===== config.mk =====
export PLATFORM = sky130hd
export DESIGN_NAME = keyframe_linear_interpolator
export DESIGN_NICKNAME = d
export VERILOG_FILES = /design/src/sv/kfli_pkg.sv /design/src/sv/kfli_ram.sv /design/src/sv/kfli_ctrl.sv /design/src/sv/kfli_dp.sv /design/src/sv/keyframe_linear_interpolator.sv
export SDC_FILE = /design/constraint.sdc
export NUM_CORES = 2
export LEC_CHECK = 0
export BUFFER_PORTS_ARGS = -buffer_cell sky130_fd_sc_hd__buf_4
export CAP_MARGIN = 20
export CORE_MARGIN = 3
export CORE_UTILIZATION = 50
export DETAILED_ROUTE_END_ITERATION = 7
export PLACE_DENSITY = 0.66
export RECOVER_POWER = 50
export REMOVE_ABC_BUFFERS = 1
export SETUP_SLACK_MARGIN = 0.5
export SLEW_MARGIN = 20
export SYNTH_ARGS = -nofsm -noshare
export SYNTH_HDL_FRONTEND = slang
export SYNTH_SLANG_ARGS = --single-unit

===== constraint.sdc =====
create_clock -name clk -period 32 [get_ports clk]
set_input_delay 8 -clock clk [delete_from_list [all_inputs] [get_ports clk]]
set_output_delay 8 -clock clk [all_outputs]
set_load 0.05 [all_outputs]

===== src/sv/kfli_pkg.sv =====
// shared types, codes and controller/datapath handshake structs
package kfli_pkg;

  localparam logic [1:0] OP_CLEAR  = 2'd0;
  localparam logic [1:0] OP_APPEND = 2'd1;
  localparam logic [1:0] OP_TICK   = 2'd2;

  localparam logic CFG_FRAME_SPEED = 1'b0;
  localparam logic CFG_WRAP_LIMIT  = 1'b1;

  localparam logic [15:0] FRAME_SPEED_RST = 16'd256;
  localparam logic [15:0] WRAP_LIMIT_RST  = 16'd1280;

  localparam int DIV_STEPS = 32;
  localparam int DIV_CW    = $clog2(DIV_STEPS);

  typedef struct packed {
    logic [1:0]         opcode;
    logic [15:0]        key_time;
    logic signed [15:0] key_pos_x;
    logic signed [15:0] key_pos_y;
    logic signed [15:0] key_scale_x;
    logic signed [15:0] key_scale_y;
    logic [15:0]        time_step;
  } in_item_t;

  typedef struct packed {
    logic signed [15:0] out_pos_x;
    logic signed [15:0] out_pos_y;
    logic signed [15:0] out_scale_x;
    logic signed [15:0] out_scale_y;
    logic [15:0]        out_phase;
    logic               updated;
    logic               status;
  } out_item_t;

  typedef struct packed {
    logic cap_in;
    logic clr;
    logic wr_key;
    logic mul_adv;
    logic upd_phase;
    logic idx_last;
    logic idx_dec;
    logic idx_inc;
    logic cap_i;
    logic cap_j;
    logic lane_start;
    logic div_init;
    logic div_step;
    logic lane_write;
    logic hold_key;
    logic emit;
    logic emit_upd;
    logic emit_status;
  } cmd_t;

  typedef struct packed {
    logic [1:0] op;
    logic       full;
    logic       cnt_zero;
    logic       t_gt_phase;
    logic       t_lt_phase;
    logic       idx_zero;
    logic       j_valid;
    logic       interp_ok;
    logic       div_done;
    logic       lane_last;
  } sts_t;

endpackage


===== src/sv/kfli_ram.sv =====
// generic simple dual port ram with registered read
module kfli_ram #(
  parameter int WIDTH = 80,
  parameter int DEPTH = 32
) (
  input  logic                     clk,
  input  logic                     we,
  input  logic [$clog2(DEPTH)-1:0] waddr,
  input  logic [WIDTH-1:0]         wdata,
  input  logic [$clog2(DEPTH)-1:0] raddr,
  output logic [WIDTH-1:0]         rdata
);

  logic [WIDTH-1:0] mem [DEPTH];

  always_ff @(posedge clk) begin
    if (we) begin
      mem[waddr] <= wdata;
    end
    rdata <= mem[raddr];
  end

endmodule


===== src/sv/kfli_ctrl.sv =====
// sequencer for clear, append and tick items
module kfli_ctrl (
  input  logic          clk,
  input  logic          rst_n,
  input  logic          start,
  output logic          busy,
  input  kfli_pkg::sts_t sts,
  output kfli_pkg::cmd_t cmd
);

  typedef enum logic [4:0] {
    S_IDLE, S_DISP, S_MUL, S_PHASE, S_CHK, S_LRD, S_LCMP, S_SRD, S_SCMP,
    S_JCHK, S_JRD, S_JCAP, S_DECIDE, S_HOLD, S_LMUL, S_LINIT, S_LDIV,
    S_LWR, S_EMIT1
  } state_t;

  state_t state_r, state_nxt;

  always_ff @(posedge clk) begin
    if (!rst_n) begin
      state_r <= S_IDLE;
    end else begin
      state_r <= state_nxt;
    end
  end

  assign busy = (state_r != S_IDLE);

  always_comb begin
    cmd       = '0;
    state_nxt = state_r;
    case (state_r)
      S_IDLE: begin
        if (start) begin
          cmd.cap_in = 1'b1;
          state_nxt  = S_DISP;
        end
      end
      S_DISP: begin
        case (sts.op)
          kfli_pkg::OP_CLEAR: begin
            cmd.clr   = 1'b1;
            cmd.emit  = 1'b1;
            state_nxt = S_IDLE;
          end
          kfli_pkg::OP_APPEND: begin
            cmd.wr_key      = !sts.full;
            cmd.emit        = 1'b1;
            cmd.emit_status = sts.full;
            state_nxt       = S_IDLE;
          end
          kfli_pkg::OP_TICK: begin
            state_nxt = S_MUL;
          end
          default: begin
            cmd.emit  = 1'b1;
            state_nxt = S_IDLE;
          end
        endcase
      end
      S_MUL: begin
        cmd.mul_adv = 1'b1;
        state_nxt   = S_PHASE;
      end
      S_PHASE: begin
        cmd.upd_phase = 1'b1;
        state_nxt     = S_CHK;
      end
      S_CHK: begin
        if (sts.cnt_zero) begin
          cmd.emit  = 1'b1;
          state_nxt = S_IDLE;
        end else begin
          cmd.idx_last = 1'b1;
          state_nxt    = S_LRD;
        end
      end
      S_LRD: state_nxt = S_LCMP;
      S_LCMP: begin
        // phase past the last key: hold
        if (sts.t_lt_phase) begin
          cmd.emit  = 1'b1;
          state_nxt = S_IDLE;
        end else if (!sts.t_gt_phase || sts.idx_zero) begin
          cmd.cap_i = 1'b1;
          state_nxt = S_JCHK;
        end else begin
          cmd.idx_dec = 1'b1;
          state_nxt   = S_SRD;
        end
      end
      S_SRD: state_nxt = S_SCMP;
      S_SCMP: begin
        if (!sts.t_gt_phase || sts.idx_zero) begin
          cmd.cap_i = 1'b1;
          state_nxt = S_JCHK;
        end else begin
          cmd.idx_dec = 1'b1;
          state_nxt   = S_SRD;
        end
      end
      S_JCHK: begin
        if (sts.j_valid) begin
          cmd.idx_inc = 1'b1;
          state_nxt   = S_JRD;
        end else begin
          state_nxt = S_HOLD;
        end
      end
      S_JRD: state_nxt = S_JCAP;
      S_JCAP: begin
        cmd.cap_j = 1'b1;
        state_nxt = S_DECIDE;
      end
      S_DECIDE: state_nxt = sts.interp_ok ? S_LMUL : S_HOLD;
      S_HOLD: begin
        cmd.hold_key = 1'b1;
        state_nxt    = S_EMIT1;
      end
      S_LMUL: begin
        cmd.lane_start = 1'b1;
        state_nxt      = S_LINIT;
      end
      S_LINIT: begin
        cmd.div_init = 1'b1;
        state_nxt    = S_LDIV;
      end
      S_LDIV: begin
        cmd.div_step = 1'b1;
        if (sts.div_done) begin
          state_nxt = S_LWR;
        end
      end
      S_LWR: begin
        cmd.lane_write = 1'b1;
        state_nxt      = sts.lane_last ? S_EMIT1 : S_LMUL;
      end
      S_EMIT1: begin
        cmd.emit     = 1'b1;
        cmd.emit_upd = 1'b1;
        state_nxt    = S_IDLE;
      end
      default: state_nxt = S_IDLE;
    endcase
  end

endmodule


===== src/sv/kfli_dp.sv =====
// key table, phase, search index, lane multiplier and serial divider
module kfli_dp #(
  parameter int MAX_KEYS = 32
) (
  input  logic                clk,
  input  logic                rst_n,
  input  kfli_pkg::in_item_t  in_item,
  input  logic                cfg_we,
  input  logic                cfg_index,
  input  logic [15:0]         cfg_wdata,
  input  kfli_pkg::cmd_t      cmd,
  output kfli_pkg::sts_t      sts,
  output logic                out_valid,
  output kfli_pkg::out_item_t out_item
);

  localparam int CW   = $clog2(MAX_KEYS);
  localparam int CNTW = $clog2(MAX_KEYS + 1);

  logic [15:0] speed_r, wrap_r, phase_r;
  logic [CNTW-1:0] count_r;
  logic [CW-1:0] idx_r;
  logic [63:0] held_r, vi_r, vj_r;
  logic [15:0] ti_r, tj_r;
  kfli_pkg::in_item_t in_r;
  logic [31:0] adv_r;
  logic signed [33:0] lprod_r;
  logic [1:0] lane_r;
  logic [15:0] rem_r;
  logic [31:0] dvd_r;
  logic neg_r;
  logic [kfli_pkg::DIV_CW-1:0] dcnt_r;
  logic out_valid_r;
  kfli_pkg::out_item_t out_r;

  logic [79:0] rdata;
  logic [15:0] rd_time;
  logic [24:0] sum;
  logic [15:0] dt, cur, va, vb, q16, res;
  logic signed [16:0] diff;
  logic [33:0] lmag;
  logic [16:0] rem_sh, rem_sub;
  logic ge;

  kfli_ram #(.WIDTH(80), .DEPTH(MAX_KEYS)) u_ram (
    .clk   (clk),
    .we    (cmd.wr_key),
    .waddr (count_r[CW-1:0]),
    .wdata ({in_r.key_scale_y, in_r.key_scale_x, in_r.key_pos_y, in_r.key_pos_x,
             in_r.key_time}),
    .raddr (idx_r),
    .rdata (rdata)
  );

  assign rd_time = rdata[15:0];
  assign sum     = {9'd0, phase_r} + {1'b0, adv_r[31:8]};
  assign dt      = tj_r - ti_r;
  assign cur     = phase_r - ti_r;
  assign va      = vi_r[{lane_r, 4'd0} +: 16];
  assign vb      = vj_r[{lane_r, 4'd0} +: 16];
  assign diff    = {vb[15], vb} - {va[15], va};
  assign lmag    = lprod_r[33] ? 34'(-lprod_r) : 34'(lprod_r);
  assign rem_sh  = {rem_r, dvd_r[31]};
  assign ge      = rem_sh >= {1'b0, dt};
  assign rem_sub = rem_sh - {1'b0, dt};
  assign q16     = dvd_r[15:0];
  assign res     = va + (neg_r ? 16'(-q16) : q16);

  always_comb begin
    sts            = '0;
    sts.op         = in_r.opcode;
    sts.full       = (count_r == CNTW'(MAX_KEYS));
    sts.cnt_zero   = (count_r == '0);
    sts.t_gt_phase = (rd_time > phase_r);
    sts.t_lt_phase = (rd_time < phase_r);
    sts.idx_zero   = (idx_r == '0);
    sts.j_valid    = ({1'b0, CNTW'(idx_r)} + 1'b1) < {1'b0, count_r};
    sts.interp_ok  = (tj_r > ti_r) && (phase_r >= ti_r);
    sts.div_done   = (dcnt_r == kfli_pkg::DIV_CW'(kfli_pkg::DIV_STEPS - 1));
    sts.lane_last  = (lane_r == 2'd3);
  end

  // control state
  always_ff @(posedge clk) begin
    if (!rst_n) begin
      speed_r     <= kfli_pkg::FRAME_SPEED_RST;
      wrap_r      <= kfli_pkg::WRAP_LIMIT_RST;
      phase_r     <= '0;
      count_r     <= '0;
      held_r      <= '0;
      out_valid_r <= 1'b0;
    end else begin
      if (cfg_we) begin
        if (cfg_index == kfli_pkg::CFG_FRAME_SPEED) begin
          speed_r <= cfg_wdata;
        end else begin
          wrap_r <= cfg_wdata;
        end
      end
      if (cmd.clr) begin
        count_r <= '0;
      end else if (cmd.wr_key) begin
        count_r <= count_r + 1'b1;
      end
      if (cmd.upd_phase) begin
        phase_r <= (sum > {9'd0, wrap_r}) ? 16'd0 : sum[15:0];
      end
      if (cmd.hold_key) begin
        held_r <= vi_r;
      end else if (cmd.lane_write) begin
        held_r[{lane_r, 4'd0} +: 16] <= res;
      end
      out_valid_r <= cmd.emit;
    end
  end

  // payload
  always_ff @(posedge clk) begin
    if (cmd.cap_in) begin
      in_r <= in_item;
    end
    if (cmd.mul_adv) begin
      adv_r <= speed_r * in_r.time_step;
    end
    if (cmd.idx_last) begin
      idx_r <= CW'(count_r - 1'b1);
    end else if (cmd.idx_dec) begin
      idx_r <= idx_r - 1'b1;
    end else if (cmd.idx_inc) begin
      idx_r <= idx_r + 1'b1;
    end
    if (cmd.cap_i) begin
      ti_r   <= rd_time;
      vi_r   <= rdata[79:16];
      lane_r <= 2'd0;
    end else if (cmd.lane_write) begin
      lane_r <= lane_r + 1'b1;
    end
    if (cmd.cap_j) begin
      tj_r <= rd_time;
      vj_r <= rdata[79:16];
    end
    if (cmd.lane_start) begin
      lprod_r <= diff * $signed({1'b0, cur});
    end
    if (cmd.div_init) begin
      neg_r  <= lprod_r[33];
      dvd_r  <= lmag[31:0];
      rem_r  <= '0;
      dcnt_r <= '0;
    end else if (cmd.div_step) begin
      rem_r  <= ge ? rem_sub[15:0] : rem_sh[15:0];
      dvd_r  <= {dvd_r[30:0], ge};
      dcnt_r <= dcnt_r + 1'b1;
    end
    if (cmd.emit) begin
      out_r.out_pos_x   <= held_r[15:0];
      out_r.out_pos_y   <= held_r[31:16];
      out_r.out_scale_x <= held_r[47:32];
      out_r.out_scale_y <= held_r[63:48];
      out_r.out_phase   <= phase_r;
      out_r.updated     <= cmd.emit_upd;
      out_r.status      <= cmd.emit_status;
    end
  end

  assign out_valid = out_valid_r;
  assign out_item  = out_r;

endmodule


===== src/sv/keyframe_linear_interpolator.sv =====
// top level of the keyframe linear interpolator
//
// channel   ports                          handshake
// input     start, busy, in_item           taken when start high and busy low
// result    out_valid, out_item            one-cycle strobe, cannot be held off
// config    cfg_we, cfg_index, cfg_wdata   written when cfg_we high
//
// clear and append items are answered straight from the dispatch state with a result strobe
// a tick runs the backward search over the key table and, when it interpolates,
// the serial divider (32 steps per value, four values)
// the search reads the key table one entry at a time through its ram port (read state, then compare state)
// reset (rst_n low, synchronous) empties the table and zeroes phase, held values and out_valid
// results are never stalled; one item is in flight at a time
module keyframe_linear_interpolator #(
  parameter int MAX_KEYS = 32
) (
  input  logic                clk,
  input  logic                rst_n,
  input  logic                start,
  output logic                busy,
  input  kfli_pkg::in_item_t  in_item,
  output logic                out_valid,
  output kfli_pkg::out_item_t out_item,
  input  logic                cfg_we,
  input  logic                cfg_index,
  input  logic [15:0]         cfg_wdata
);

  // command and status between sequencer and datapath
  kfli_pkg::cmd_t cmd;
  kfli_pkg::sts_t sts;

  kfli_ctrl u_ctrl (
    .clk   (clk),
    .rst_n (rst_n),
    .start (start),
    .busy  (busy),
    .sts   (sts),
    .cmd   (cmd)
  );

  // table memory, phase, interpolation arithmetic and output register
  kfli_dp #(.MAX_KEYS(MAX_KEYS)) u_dp (
    .clk       (clk),
    .rst_n     (rst_n),
    .in_item   (in_item),
    .cfg_we    (cfg_we),
    .cfg_index (cfg_index),
    .cfg_wdata (cfg_wdata),
    .cmd       (cmd),
    .sts       (sts),
    .out_valid (out_valid),
    .out_item  (out_item)
  );

endmodule

# ---- Yosys cells after proc, flatten, opt, wreduce, memory -nomap -nowiden
# Memories as Yosys holds them, arrays and structs flattened. A register that Yosys moved wholly into a read port is not among the register bits.
# Cells that the tools add are included.
dict set report classes {
  addsub 16
  n_mul 2
  n_lt_le_gt_ge 7
  n_eq_ne 25
  n_shift 4
  muxes 52
  bitwise_logic 2
  n_reduce_logical 17
}
# operator count
set op_table {}
lappend op_table {{$mux 64} 2}
lappend op_table {{$shiftx 64x7->16} 2}
lappend op_table {{$mux 32} 3}
lappend op_table {{$pmux 5 s18} 1}
lappend op_table {{$bwmux 64} 1}
lappend op_table {{$shift 16x8->64 const A} 1}
lappend op_table {{$shiftx 16x8->64} 1}
lappend op_table {{$mux 16} 3}
lappend op_table {{$sub 16x16->16} 3}
lappend op_table {{$eq 5x4->1 const B} 8}
lappend op_table {{$mux 5} 7}
lappend op_table {{$mul 17x17->34} 1}
lappend op_table {{$gt 16x16->1} 2}
lappend op_table {{$mul 16x16->32} 1}
lappend op_table {{$neg 32->32} 1}
lappend op_table {{$mux 1} 26}
lappend op_table {{$add 16x24->25} 1}
lappend op_table {{$gt 25x16->1} 1}
lappend op_table {{$eq 5x3->1 const B} 4}
lappend op_table {{$eq 5x5->1 const B} 4}
lappend op_table {{$ge 17x16->1} 1}
lappend op_table {{$sub 16x16->17} 1}
lappend op_table {{$add 16x16->16} 1}
lappend op_table {{$ge 16x16->1} 1}
lappend op_table {{32 further kinds} 48}
dict set report word_totals {
  ff_bits 591
  mem_bits_rw 2560
  inputBits 119
  word_cells 159
  mem_count 1
}
# memory depth word_bits read_ports rd_clocked_by_memory_dff wr line_no
set mem_list {}
lappend mem_list {u_dp.u_ram.mem 32 80 1 1 1 kfli_ram.sv:14} ;# logic [WIDTH-1:0] mem [DEPTH];

# ---- Logic depth before layout (Yosys ltp)
dict set report logic_depth {
  depth_word 8
  mapped_depth 38
  depth_no_buf 35
}

# ---- Modules after synthesis
# From an unflattened synthesis, not the netlist that was laid out.
dict set report hier_totals {
  hier_cells 9023
  hier_area_um2 144685.0
}
# mod instances cells_per_inst area_each_um2 seq_area_each_um2
set modules_own_cells {}
lappend modules_own_cells {kfli_ram 1 4683 98903.6 78475.3}
lappend modules_own_cells {kfli_dp 1 4250 45090.7 15905.3}
lappend modules_own_cells {kfli_ctrl 1 90 690.7 100.1}

# ---- Least setup slack after synthesis
# OpenSTA, ideal clock, no wires.
dict set report synth_path {
  path_kind {register to register}
  from {register u_dp.phase_r[9]}
  to {register u_dp.out_r (netlist bit u_dp.out_item[0]), enable pin}
  setup_time_ps 748
  t_arrival_ps 10213
  setup_slack_ps 21040
  path_stages_with_launch 11
  cell_sequence {dfxtp_1 > inv_1 > ha_1 > a21o_1 > a21o_1 > a211o_1 > o211ai_1 > a21oi_1 > nor3_1 > a21oi_1 > o41ai_1}
}
# item line_no
set synth_rtl {}
lappend synth_rtl {{start, declared} kfli_dp.sv:20} ;# logic [15:0] speed_r, wrap_r, phase_r;
lappend synth_rtl {{start signal, assigned} kfli_dp.sv:106} ;# phase_r <= (sum > {9'd0, wrap_r}) ? 16'd0 : sum[15:0];
lappend synth_rtl {{end, declared} kfli_dp.sv:34} ;# kfli_pkg::out_item_t out_r;

# ---- Worst setup path in the final report
dict set report layout_path {
  from {register u_dp.lane_r[0]}
  to {register u_dp.lprod_r[33] (data pin)}
}
dict set report layout_via {
  elab_chain_len 3
  elab_cells_between_ends 4
}
# item line_no
set layout_rtl {}
lappend layout_rtl {{start, declared} kfli_dp.sv:28} ;# logic [1:0] lane_r;
lappend layout_rtl {{start signal, assigned} kfli_dp.sv:137} ;# lane_r <= lane_r + 1'b1;
lappend layout_rtl {{$shiftx 64x7->16, on equally long branches} {kfli_dp.sv:60, kfli_dp.sv:59}}
lappend layout_rtl {{$sub 16x16->17 (*)} kfli_dp.sv:61} ;# assign diff = {vb[15], vb} - {va[15], va};
lappend layout_rtl {{$mul 17x17->34 (*)} kfli_dp.sv:144} ;# lprod_r <= diff * $signed({1'b0, cur});
lappend layout_rtl {{end signal, assigned} kfli_dp.sv:144}
lappend layout_rtl {{end, declared} kfli_dp.sv:27} ;# logic signed [33:0] lprod_r;
# Mark *: on every way between the ends. The rest lies on a longest branch, timed or not.
# A chain may end at the register's enable or synchronous reset.

==> impl_metrics.ini <==
[global_routing]
grt_use_total_pct = 25.64
antenna_found_initial = 19
overflow = 0
grt_pass1_vias = 77020
grt_first_pass_wirelength_um = 546300
grt_max_degree = 140

[sta]
finalSetupTns_ns = 0
rsz0062_at_grt = no
skew_ns = 0.08104
tightest_slew_ns = 8.916
slew_violations = 507
setup_slack_ns = 20.14
fmaxAchievable_ghz = 0.08435
relSlewSlack_pct = -494.4
hold_violations = 0
setup_viol = 0
post-route-period-util_pct = 37.05
fin_crit_ns = 11.86

[routing]
via_per_inst = 6.106
vias = 76000
routed_wl_um = 376700
dr.pass1.iters = 8
first_iter_violations = 9317
wl_per_cell_um = 30.27
drc = 4
drtAntennaViolNets = 0

[layout]
syn2layout_area_growth_pct = 12.20
mostFrequentLayoutCells = edfxtp_1 (2995), mux4_2 (832), inv_1 (707)
mostFrequentLayoutCell = edfxtp_1
final_layout_size_suffix_gt1_share_pct = 20.56
final_util_pct = 56.42
nets = 9326
design_area_sq_um = 160900

[clock_network]
cts_num_sinks = 3222
clk_latency_ns = 0.92
cts_resized = 0
cts_hold_buf = 0
clock_path_buffers = 4
clkSlewWorstSetupHoldPaths_ns = 0.06
cts_tree = built
cts-root-buf = clkbuf_16
cts_buffers = 335
cts_setup_buffers = 0
htreeDepth = 5

[critical_path]
crit_fanout = 38
worstSetupEndpointType = register
startpoint_type = register
slowest_stage = dfxtp_1
cp.required_ns = 32.60
crit_top_cell = fa_1
crit_arrival_ns = 12.46
critical_path.max_stage_delay_ns = 2.03
criticalPathCategory = reg2reg

[synth]
netlist_instances = 8050
synth_edf_count = 2995
synth.top_cell.area_share_pct = 62.71
synth.distinct_cells = 73
yosys-top-cells-area = edfxtp_1 (63%), mux4_2 (13%), fa_1 (6.6%)
netlist_area_sq_um = 143400
ys.flop_type = edfxtp_1
synth_seq_cells = 3222
yosysSeqAreaShare_pct = 65.87
yosys_warnings = 0
syn_avg_cell_area_sq_um = 17.82
async_flop_share_pct = 0
synth.largest_area_cell = edfxtp_1

[pwr]
combPwrFrac_pct = 9.2
clkPwrFrac_pct = 40.8
pwr_density_cell_nw_per_um2 = 59.46
p_seq_share_pct = 50.0
ir_drop_v = 0.00004776
swShare_pct = 23.56
p_switching_mw = 2.254
intPower_mw = 7.314
p_leak_nw = 55.61

[placed_design]
io_buffers = 202
dp_hpwl_um = 221000
placedInstanceArea_sq_um = 150000
gp_congestion = 0.8930
dp_worst_setup_slack_ns = 21.43

[floorplan]
dieHeight_um = 541.6
coreArea_sq_um = 285200
die_w_um = 541.6
die-area_sq_um = 293300
ioPinCount = 203
initial_core_util_pct = 50.29
core.rowCount = 196

[run_status]
status = finished with violations
violations = DRC, capacitance limit, slew limit

[flow_run]
drv_cap = 10

[hold_path]
min_path_type = reg2reg
-- metal layers --
| layer | GRT usage (%) | part of all wire (%) | up-vias |
|---|---|---|---|
| met1 | 36.67 | 40 | 40460 |
| met2 | 41.02 | 48 | 3402 |
| li1 | - | - | 31520 |
| met4 | 8.424 | 3.6 | 8 |
| met3 | 3.716 | 7.9 | 612 |
| met5 | 0 | 0.016 | - |
-- path summary, 6_finish.rpt --
check | start | end | slack [ns] | depth (start not counted)
setup / recovery | u_dp.lane_r[0] | u_dp.lprod_r[33] | 20.14 | 32
hold / removal | u_dp.u_ram.rdata[56] | u_dp.vi_r[40] | 0.43 | 0
setup reg to reg | u_dp.lane_r[0] | u_dp.lprod_r[33] | 20.14 | 32
hold reg to reg | u_dp.u_ram.rdata[56] | u_dp.vi_r[40] | 0.43 | 0
-- state kept, by name, indices dropped and copies added (netlist names) --
signal and cells:
u_dp.held_r 64, u_dp.idx_r 5, u_dp.u_ram.rdata 80, u_dp.ti_r 16, u_dp.lane_r 2, u_dp.adv_r 24, u_dp.sts 2, u_dp.dvd_r 32
u_dp.out_valid 1, u_dp.vj_r 64, u_dp.wrap_r 16, u_dp.speed_r 16, u_dp.lprod_r 33, u_ctrl.state_r 5, u_dp.tj_r 16, u_dp.phase_r 16
u_dp.vi_r 64, u_dp.out_item 82, u_dp.in_r 96, u_dp.rem_r 16, u_dp.neg_r 1, u_dp.dcnt_r 5, u_dp.u_ram.mem 2560, u_dp.count_r 6
-- logic make-up (layout without fill, tap and decap cells) --
group           after synthesis  count (layout)  share of synthesized area (%)
flops                      3222            3222                          65.87
simple gates               1226            1226                          3.889
buf+inv                    1041            1669                          2.725
mux                         931             931                          13.83
fa+ha+maj                   814             814                          9.572
compound gates              604             604                          2.818
xor+xnor                    212             212                          1.295
other cells                   0               7                              0
-- critical path, delay by kind of cell (launching register included) --
family / cells / cell delay [ns]
adders and majority gates: 9 / 4.11
AOI/OAI and AO/OA: 11 / 2.74
DFF: 1 / 2.03
xor gates and xnor gates: 2 / 0.96
and+or+nand+nor: 5 / 0.77
muxes: 1 / 0.72
buffers and inverters: 4 / 0.19
-- area by class of cell --
type / count / area, sq um
fill: 21380 / 124300
sequential: 3222 / 94480
multi-input combinational: 3787 / 45340
clock buffer: 439 / 9092
tap: 3762 / 4707
timing repair buffer: 342 / 2676
inverter: 708 / 2659
clock inverter: 180 / 1948
antenna: 7 / 17.52
-- metrics by stage --
step	total power [mW]	cells	hold slack, ns
3_5_place_dp	5.759	11820	0.4136
3_3_place_gp	5.740	11820	0.4129
4_1_cts	9.636	12440	0.4258
2_1_floorplan	5.492	7717	0.4030
6_report	9.569	12450	0.4281
5_1_grt	9.921	12440	0.4278
-- synth_stat cells (31+ instances only) --
cell / n
edfxtp_1: 2995
mux4_2: 832
inv_1: 708
fa_1: 473
nand2_1: 471
nor2_1: 344
ha_1: 338
clkbuf_1: 266
dfxtp_1: 227
a21oi_1: 160
o21ai_0: 133
xnor2_1: 131
and2_1: 111
mux2_2: 82
xor2_1: 81
buf_1: 66
nand2b_1: 64
a222oi_1: 53
nand3_1: 50
a21o_1: 47
nor3_1: 44
nor2b_1: 31
-- power groups by stage --
stage / Clock [mW] / Combinational (mW) / Sequential [mW]
floorplan: 0 / 0.638 / 4.85
global placement: 0 / 0.877 / 4.86
detailed placement: 0 / 0.889 / 4.87
CTS: 3.96 / 0.898 / 4.78
global route: 4.12 / 1.01 / 4.79
finish: 3.90 / 0.885 / 4.78
Power figures use the tool's default switching activity.
